$ cat config.mk
export PLATFORM = sky130hd
export DESIGN_NAME = windowed_vote_activation_tracker_flat
export DESIGN_NICKNAME = d
export VERILOG_FILES = /design/src/design/vat_pkg.sv /design/src/design/vat_chan_if.sv /design/src/design/windowed_vote_activation_tracker.sv /design/src/flat_wrapper.sv
export VERILOG_INCLUDE_DIRS = /design/src /design/src/design
export SDC_FILE = /design/constraint.sdc
export NUM_CORES = 2
export LEC_CHECK = 0
export ABC_AREA = 0
export BUFFER_PORTS_ARGS = -buffer_cell sky130_fd_sc_hd__buf_2
export CORE_UTILIZATION = 45
export CTS_CLUSTER_DIAMETER = 150
export DETAILED_ROUTE_END_ITERATION = 10
export HOLD_SLACK_MARGIN = 0.12
export SYNTH_ARGS = -nofsm -noshare
export SYNTH_HDL_FRONTEND = slang
export SYNTH_SLANG_ARGS = --single-unit
$ cat constraint.sdc
create_clock -name clk -period 47.4 [get_ports clk]
set_clock_uncertainty 0.1 [all_clocks]
set_input_delay 11.85 -clock clk [delete_from_list [all_inputs] [get_ports clk]]
set_output_delay 11.85 -clock clk [all_outputs]
set_load 0.01 [all_outputs]
$ cat src/design/windowed_vote_activation_tracker_macros.svh
// Assertion helpers for the tracker design file.
`ifndef WINDOWED_VOTE_ACTIVATION_TRACKER_MACROS_SVH
`define WINDOWED_VOTE_ACTIVATION_TRACKER_MACROS_SVH

// Same-cycle implication, clocked on clk, off during rst.
`define VAT_ASSERT_NOW(label, ante, cons, msg) \
  label: assert property (@(posedge clk) disable iff (rst) (ante) |-> (cons)) \
    else $error(msg);

// Next-cycle implication, clocked on clk, off during rst.
`define VAT_ASSERT_NEXT(label, ante, cons, msg) \
  label: assert property (@(posedge clk) disable iff (rst) (ante) |=> (cons)) \
    else $error(msg);

`endif

$ cat src/design/vat_pkg.sv
package vat_pkg;

  typedef struct packed {
    logic [31:0] block_height;
    logic        has_vote;
    logic [31:0] voted_version;
  } in_beat_t;

  typedef struct packed {
    logic [31:0] effective_version;
    logic [31:0] active_version;
    logic [31:0] scheduled_version;
    logic [32:0] scheduled_height;
    logic [15:0] votes_in_window;
    logic [15:0] blocks_in_window;
    logic        locked_in;
  } out_beat_t;

  localparam logic [2:0] REG_ENABLE           = 3'd0;
  localparam logic [2:0] REG_WINDOW_LENGTH    = 3'd1;
  localparam logic [2:0] REG_THRESHOLD_PCT    = 3'd2;
  localparam logic [2:0] REG_MAX_VER          = 3'd3;
  localparam logic [2:0] REG_ACTIVATION_DELAY = 3'd4;
  localparam logic [2:0] REG_DISABLED_VERSION = 3'd5;

  localparam logic [15:0] CNT_MAX = 16'hFFFF;

endpackage

$ cat src/design/vat_chan_if.sv
interface vat_chan_if #(parameter type payload_t = logic);
  logic     valid;
  logic     ready;
  payload_t data;

  modport source (output valid, output data, input ready);
  modport sink (input valid, input data, output ready);
endinterface

$ cat src/design/windowed_vote_activation_tracker.sv
// Accepted input beats go to the input register, their results to the result register.
// Throughput: one beat per cycle unless the output stalls; the state loop is combinational.
// Output stall backs up into the input register, which still takes one beat while the
// result register is full.
// Reset (rst, synchronous, active high): config registers to 0, window and pending state to 0,
// active version to 1, both pipeline registers empty.
`include "windowed_vote_activation_tracker_macros.svh"

module windowed_vote_activation_tracker
  import vat_pkg::*;
(
  input  logic        clk,
  input  logic        rst,
  input  logic        psel,
  input  logic        penable,
  input  logic        pwrite,
  input  logic [4:0]  paddr,
  input  logic [31:0] pwdata,
  output logic [31:0] prdata,
  output logic        pready,
  vat_chan_if.sink    in_ch,
  vat_chan_if.source  out_ch
);

  // config
  logic        enable;
  logic [15:0] window_length;
  logic [6:0]  threshold_pct;
  logic [31:0] max_ver;
  logic [15:0] activation_delay;
  logic [31:0] disabled_version;

  // tracker state
  logic [32:0] window_begin, window_begin_next;
  logic [15:0] blocks_seen, blocks_seen_next;
  logic [15:0] votes, votes_next;
  logic [31:0] cur_ver, cur_ver_next;
  logic [31:0] pend_ver, pend_ver_next;
  logic [32:0] pend_height, pend_height_next;

  // pipeline
  logic      in_q_valid;
  in_beat_t  in_q;
  logic      out_valid;
  out_beat_t out_q;
  out_beat_t result;
  logic      advance;
  logic      fire;
  logic      cfg_write;
  logic [2:0] cfg_idx;

  // compute
  logic        track_on;
  logic [32:0] h33;
  logic [32:0] target;
  logic        reachable;
  logic [32:0] wb0;
  logic        restart;
  logic [15:0] seen1, votes1, seen2, votes2;
  logic        full;
  logic [22:0] thr_prod;
  logic [22:0] votes_x100;
  logic        lock;
  logic [31:0] pv3;
  logic [32:0] ph3;
  logic        activate;
  logic [31:0] eff;

  function automatic logic [15:0] sat_inc(input logic [15:0] v);
    return (v == CNT_MAX) ? CNT_MAX : v + 16'd1;
  endfunction

  assign pready    = 1'b1;
  assign cfg_write = psel && penable && pwrite && pready;
  assign cfg_idx   = paddr[4:2];

  always_ff @(posedge clk) begin
    if (rst) begin
      enable           <= 1'b0;
      window_length    <= '0;
      threshold_pct    <= '0;
      max_ver          <= '0;
      activation_delay <= '0;
      disabled_version <= '0;
    end else if (cfg_write) begin
      unique case (cfg_idx)
        REG_ENABLE:           enable           <= pwdata[0];
        REG_WINDOW_LENGTH:    window_length    <= pwdata[15:0];
        REG_THRESHOLD_PCT:    threshold_pct    <= pwdata[6:0];
        REG_MAX_VER:          max_ver          <= pwdata;
        REG_ACTIVATION_DELAY: activation_delay <= pwdata[15:0];
        REG_DISABLED_VERSION: disabled_version <= pwdata;
        default: ;
      endcase
    end
  end

  always_comb begin
    unique case (cfg_idx)
      REG_ENABLE:           prdata = {31'd0, enable};
      REG_WINDOW_LENGTH:    prdata = {16'd0, window_length};
      REG_THRESHOLD_PCT:    prdata = {25'd0, threshold_pct};
      REG_MAX_VER:          prdata = max_ver;
      REG_ACTIVATION_DELAY: prdata = {16'd0, activation_delay};
      REG_DISABLED_VERSION: prdata = disabled_version;
      default:              prdata = '0;
    endcase
  end

  // handshake
  assign advance     = !out_valid || out_ch.ready;
  assign fire        = in_q_valid && advance;
  assign in_ch.ready = !in_q_valid || advance;
  assign out_ch.valid = out_valid;
  assign out_ch.data  = out_q;

  always_ff @(posedge clk) begin
    if (rst) begin
      in_q_valid <= 1'b0;
    end else if (in_ch.ready) begin
      in_q_valid <= in_ch.valid;
    end
  end

  always_ff @(posedge clk) begin
    if (in_ch.valid && in_ch.ready) begin
      in_q <= in_ch.data;
    end
  end

  always_ff @(posedge clk) begin
    if (rst) begin
      out_valid <= 1'b0;
    end else if (advance) begin
      out_valid <= in_q_valid;
    end
  end

  always_ff @(posedge clk) begin
    if (fire) begin
      out_q <= result;
    end
  end

  // update for the beat in the input register
  assign track_on = enable && (window_length != 16'd0) && (threshold_pct != 7'd0)
                    && (max_ver > 32'd1);
  assign h33       = {1'b0, in_q.block_height};
  assign target    = {1'b0, cur_ver} + 33'd1;
  assign reachable = target <= {1'b0, max_ver};
  assign wb0       = (blocks_seen == 16'd0) ? h33 : window_begin;
  assign restart   = {1'b0, h33} >= ({1'b0, wb0} + 34'(window_length));
  assign seen1     = restart ? 16'd0 : blocks_seen;
  assign votes1    = restart ? 16'd0 : votes;
  assign seen2     = sat_inc(seen1);
  assign votes2    = (reachable && in_q.has_vote && ({1'b0, in_q.voted_version} >= target))
                     ? sat_inc(votes1) : votes1;
  assign full      = (pend_ver == 32'd0) && reachable && (seen2 >= window_length);
  // votes >= ceil(len*pct/100)  <=>  100*votes >= len*pct
  assign thr_prod   = 23'(window_length) * 23'(threshold_pct);
  assign votes_x100 = {1'b0, votes2, 6'd0} + {2'd0, votes2, 5'd0} + {5'd0, votes2, 2'd0};
  assign lock       = full && (votes_x100 >= thr_prod);
  assign pv3        = lock ? target[31:0] : pend_ver;
  assign ph3        = lock ? (h33 + 33'(activation_delay)) : pend_height;
  assign activate   = (pv3 != 32'd0) && (h33 >= ph3);

  always_comb begin
    window_begin_next = window_begin;
    blocks_seen_next  = blocks_seen;
    votes_next        = votes;
    cur_ver_next      = cur_ver;
    pend_ver_next     = pend_ver;
    pend_height_next  = pend_height;
    if (track_on) begin
      if (full) begin
        window_begin_next = h33 + 33'd1;
        blocks_seen_next  = 16'd0;
        votes_next        = 16'd0;
      end else begin
        window_begin_next = restart ? h33 : wb0;
        blocks_seen_next  = seen2;
        votes_next        = votes2;
      end
      if (activate) begin
        cur_ver_next     = pv3;
        pend_ver_next    = 32'd0;
        pend_height_next = 33'd0;
      end else begin
        pend_ver_next    = pv3;
        pend_height_next = ph3;
      end
    end
  end

  always_comb begin
    if (!enable) begin
      eff = disabled_version;
    end else if ((pend_ver_next != 32'd0) && (h33 >= pend_height_next)) begin
      eff = pend_ver_next;
    end else begin
      eff = cur_ver_next;
    end
    result.effective_version = eff;
    result.active_version    = cur_ver_next;
    result.scheduled_version = pend_ver_next;
    result.scheduled_height  = pend_height_next;
    result.votes_in_window   = votes_next;
    result.blocks_in_window  = blocks_seen_next;
    result.locked_in         = track_on && lock;
  end

  always_ff @(posedge clk) begin
    if (rst) begin
      window_begin <= '0;
      blocks_seen  <= '0;
      votes        <= '0;
      cur_ver      <= 32'd1;
      pend_ver     <= '0;
      pend_height  <= '0;
    end else if (fire) begin
      window_begin <= window_begin_next;
      blocks_seen  <= blocks_seen_next;
      votes        <= votes_next;
      cur_ver      <= cur_ver_next;
      pend_ver     <= pend_ver_next;
      pend_height  <= pend_height_next;
    end
  end

  `VAT_ASSERT_NOW(a_no_pend_no_height, pend_ver == 32'd0, pend_height == 33'd0, "pending height without pending version")
  `VAT_ASSERT_NOW(a_votes_le_blocks, 1'b1, votes <= blocks_seen, "window votes exceed window blocks")
  `VAT_ASSERT_NEXT(a_in_q_holds, in_q_valid && !advance, in_q_valid && $stable(in_q), "input register lost a stalled beat")

endmodule

$ cat src/flat_wrapper.sv
// flat-port wrapper written by rule: the top's interface ports become plain ports
module windowed_vote_activation_tracker_flat import vat_pkg::*;
  (clk, rst, psel, penable, pwrite, paddr, pwdata, prdata, pready, in_ch_valid, in_ch_data, in_ch_ready, out_ch_valid, out_ch_data, out_ch_ready);
  vat_chan_if #(.payload_t(in_beat_t)) in_ch_i ();
  vat_chan_if #(.payload_t(out_beat_t)) out_ch_i ();
  input  logic clk;
  input  logic rst;
  input  logic psel;
  input  logic penable;
  input  logic pwrite;
  input  logic [4:0] paddr;
  input  logic [31:0] pwdata;
  output logic [31:0] prdata;
  output logic pready;
  input wire logic [$bits(in_ch_i.valid)-1:0] in_ch_valid;
  input wire logic [$bits(in_ch_i.data)-1:0] in_ch_data;
  output wire logic [$bits(in_ch_i.ready)-1:0] in_ch_ready;
  output wire logic [$bits(out_ch_i.valid)-1:0] out_ch_valid;
  output wire logic [$bits(out_ch_i.data)-1:0] out_ch_data;
  input wire logic [$bits(out_ch_i.ready)-1:0] out_ch_ready;
  assign in_ch_i.valid = in_ch_valid;
  assign in_ch_i.data = in_ch_data;
  assign in_ch_ready = in_ch_i.ready;
  assign out_ch_valid = out_ch_i.valid;
  assign out_ch_data = out_ch_i.data;
  assign out_ch_i.ready = out_ch_ready;
  windowed_vote_activation_tracker u_core (.clk(clk), .rst(rst), .psel(psel), .penable(penable), .pwrite(pwrite), .paddr(paddr), .pwdata(pwdata), .prdata(prdata), .pready(pready), .in_ch(in_ch_i), .out_ch(out_ch_i));
endmodule
==> flow_metrics.tcl <==
set metrics [dict create \
    relSlewSlack_pct 17.6 \
    die_h_um 279 \
    wl_per_cell_um 22.9 \
    finalHoldViolations 0 \
    vias 31400 \
    timing.setup.critical_path_class "in -> out" \
    maxCapViolCount 0 \
    gp_congestion 0.978 \
    ir_drop_mv 0.0299 \
    cts_tree "built" \
    design.die.area_mm2 0.0781 \
    cts_hold_buf 0 \
    layout.nets 4666 \
    power_density_mw_per_mm2 28.3 \
    grt_antenna_before_repair 8 \
    grt_start_max_net_pins 132 \
    seq_area_mm2 0.0122 \
    grt_overflow_total 0 \
    cts_resized 0 \
    timing.final.crit_period_ns 26.36 \
    drc 0 \
    fin_total_pwr_mw 1.10 \
    use_met3_pct 4.66 \
    arrival_ns 14.41 \
    ant_nets 0 \
    track_usage_pct 30.3 \
    busiest_layer "met2" \
    io_buffers 302 \
    avgSynthCellArea_um2 8.65 \
    synth.ff_latch_count 495 \
    grtUsageMet2_pct 46.1 \
    synth-main-ff-cell "dfxtp_1" \
    max_freq_mhz 37.9 \
    grt_pass1_wl_um 181000 \
    row_count 101 \
    synth_fp_nets 4491 \
    hpwlAfterDp_um 88200 \
    grtUsageMet1_pct 44.2 \
    status "finished, final reports clean" \
    synthToLayoutAreaGrowth_pct 12.6 \
    first_pass_iters 6 \
    hold_class "reg -> reg" \
    crit_fanout 32 \
    coreArea_mm2 0.0761 \
    root_buffer "clkbuf_16" \
    synth_edf_count 227 \
    setup_tns_ns 0 \
    syn_inst 4004 \
    fin_crit_sh_pct 55.6 \
    worstSkewPairLatency_ns 0.65 \
    cts_buffer_depth 3 \
    path_clk_slew_ns 0.06 \
    finish.utilization_pct 51.2 \
    grt_pass1_vias 29100 \
    rsz0062_at_grt "false" \
    syn-cell-area_mm2 0.0346 \
    drive_above_1_share_pct 12.0 \
    boundaryPins 306 \
    yosysMostFrequentCell "nand2_1" \
    crit_path_end_kind "output pin" \
    ys_types 83 \
    yosysTopAreaCellShare_pct 19.7 \
    worstMarginPinSlew_ns 1.23 \
    critPathRequiredTime_ns 35.45 \
    multi_input_area_mm2 0.0206 \
    async_flop_share_pct 0 \
    fillers 7320 \
    yosys_warnings 0 \
    clock-sinks 495 \
    setup_viol 0 \
    crit_path_start_kind "primary input" \
    synth_common_cells "nand2_1, a21oi_1, ha_1" \
    wl_um 120000 \
    yosysTopAreaCell "edfxtp_1" \
    synthTopCellsByArea "edfxtp_1, dfxtp_1, ha_1" \
    leakagePower_nw 16.2 \
    chipWidth_um 279 \
    synth-seq-area-share_pct 35.2 \
    initialDrtViolationCount 3291 \
    vias_per_cell 5.97 \
    postCtsSetupBuffers 0 \
    maxSlewViolCount 0 \
    cts_buffers 57 \
    htree_levels 2 \
    initial_core_util_pct 45.5 \
]
layer usage:
metal / part of all wire [%] / up-vias
met5: 0.042 / -
met4: 2.7 / 10
met3: 8.8 / 183
met2: 44 / 1381
met1: 45 / 15100
li1: - / 14700
cell families after synthesis:
logic type	share of synthesized area (%)
adders and majority gates	15.3
DFF	35.2
other	0.0108
xor gates and xnor gates	3.97
AOI/OAI and AO/OA	19.8
muxes	2.20
buffers and inverters	5.58
and+or+nand+nor	18.0
path summary, 6_finish.rpt:
check / startpoint / to / slack [ns] / cells past startpoint
setup reg to reg: u_core.blocks_seen[0]$_SDFFE_PP0P_ / u_core.out_ch.data[157]$_DFFE_PP_ / 28.70 / 70
hold reg to reg: u_core.window_begin[9]$_SDFFE_PP0P_ / u_core.window_begin[9]$_SDFFE_PP0P_ / 0.35 / 2
setup / recovery: paddr[2] / prdata[29] / 21.04 / 5
hold / removal: u_core.window_begin[9]$_SDFFE_PP0P_ / u_core.window_begin[9]$_SDFFE_PP0P_ / 0.35 / 2
final cells by class:
class	count	share of cell area [%]
Multi-Input combinational cell	3015	52.9
Sequential cell	495	31.2
Timing Repair Buffer	368	5.16
Clock buffer	72	3.91
Tap cell	1030	3.31
Inverter	242	2.35
Clock inverter	32	1.15
Antenna cell	1	0.00642
registers in the layout, indices dropped and copies added, names as in the netlist:
name	flops
u_core.activation_delay	16
u_core.blocks_seen	16
u_core.cur_ver	32
u_core.disabled_version	32
u_core.enable	1
u_core.h33	32
u_core.in_q	33
u_core.in_q_valid	1
u_core.max_ver	32
u_core.out_ch.data	162
u_core.out_ch.valid	1
u_core.pend_height	33
u_core.pend_ver	32
u_core.threshold_pct	7
u_core.votes	16
u_core.window_begin	33
u_core.window_length	16
power breakdown:
| group | internal, mW | total (mW) | switching, mW | leakage (nW) |
|---|---|---|---|---|
| Clock | 0.278 | 0.472 | 0.194 | 0.944 |
| Sequential | 0.457 | 0.468 | 0.0114 | 4.33 |
| Combinational | 0.0509 | 0.162 | 0.111 | 10.9 |
cell usage in the layout, fill, tap and decap left out, types with 11 or more instances in the layout:
cell type,Yosys,final
o211ai_1,40,40
a221oi_1,14,14
o21a_1,46,46
a32o_1,17,17
a31oi_1,35,35
buf_4,6,66
o31ai_1,12,12
a211oi_1,73,73
nor3_1,74,71
or3_1,29,29
xnor2_1,97,97
or2_2,14,14
a22o_1,46,46
nand3_1,112,112
fa_1,76,76
and2_1,44,43
dfxtp_1,268,268
ha_1,302,302
inv_1,239,238
o21ai_0,134,134
a221o_1,16,16
nand2_1,571,571
nor4_1,44,42
nor2b_1,20,20
clkbuf_16,0,57
a21oi_1,398,398
nand4_1,65,65
buf_2,21,301
edfxtp_1,227,227
nor2_1,252,249
mux2i_1,74,74
o22ai_1,25,25
and4_1,15,15
clkbuf_1,198,11
o21bai_1,12,12
a21o_1,86,86
and3_1,54,54
nand2b_1,20,20
xor2_1,60,60
worst max-delay path, cell delays in order:
cell and delay [ns]:
buf_2 0.55, nand2b_1 0.51, nor2_1 1.02, a22o_1 0.32, buf_2 0.15
stage by stage:
step	cell area [um^2]	std cells	worst slack, ns	hold WS [ns]
after global routing	39000	5254	20.87	0.377
after detailed placement	37000	5150	21.14	0.335
after CTS	39000	5254	21.13	0.346
final	39000	5255	21.04	0.347
after floorplan	34600	4004	22.41	0.315
after global placement	37000	5150	21.22	0.326
Note: power is estimated with default switching activity, not from simulation.
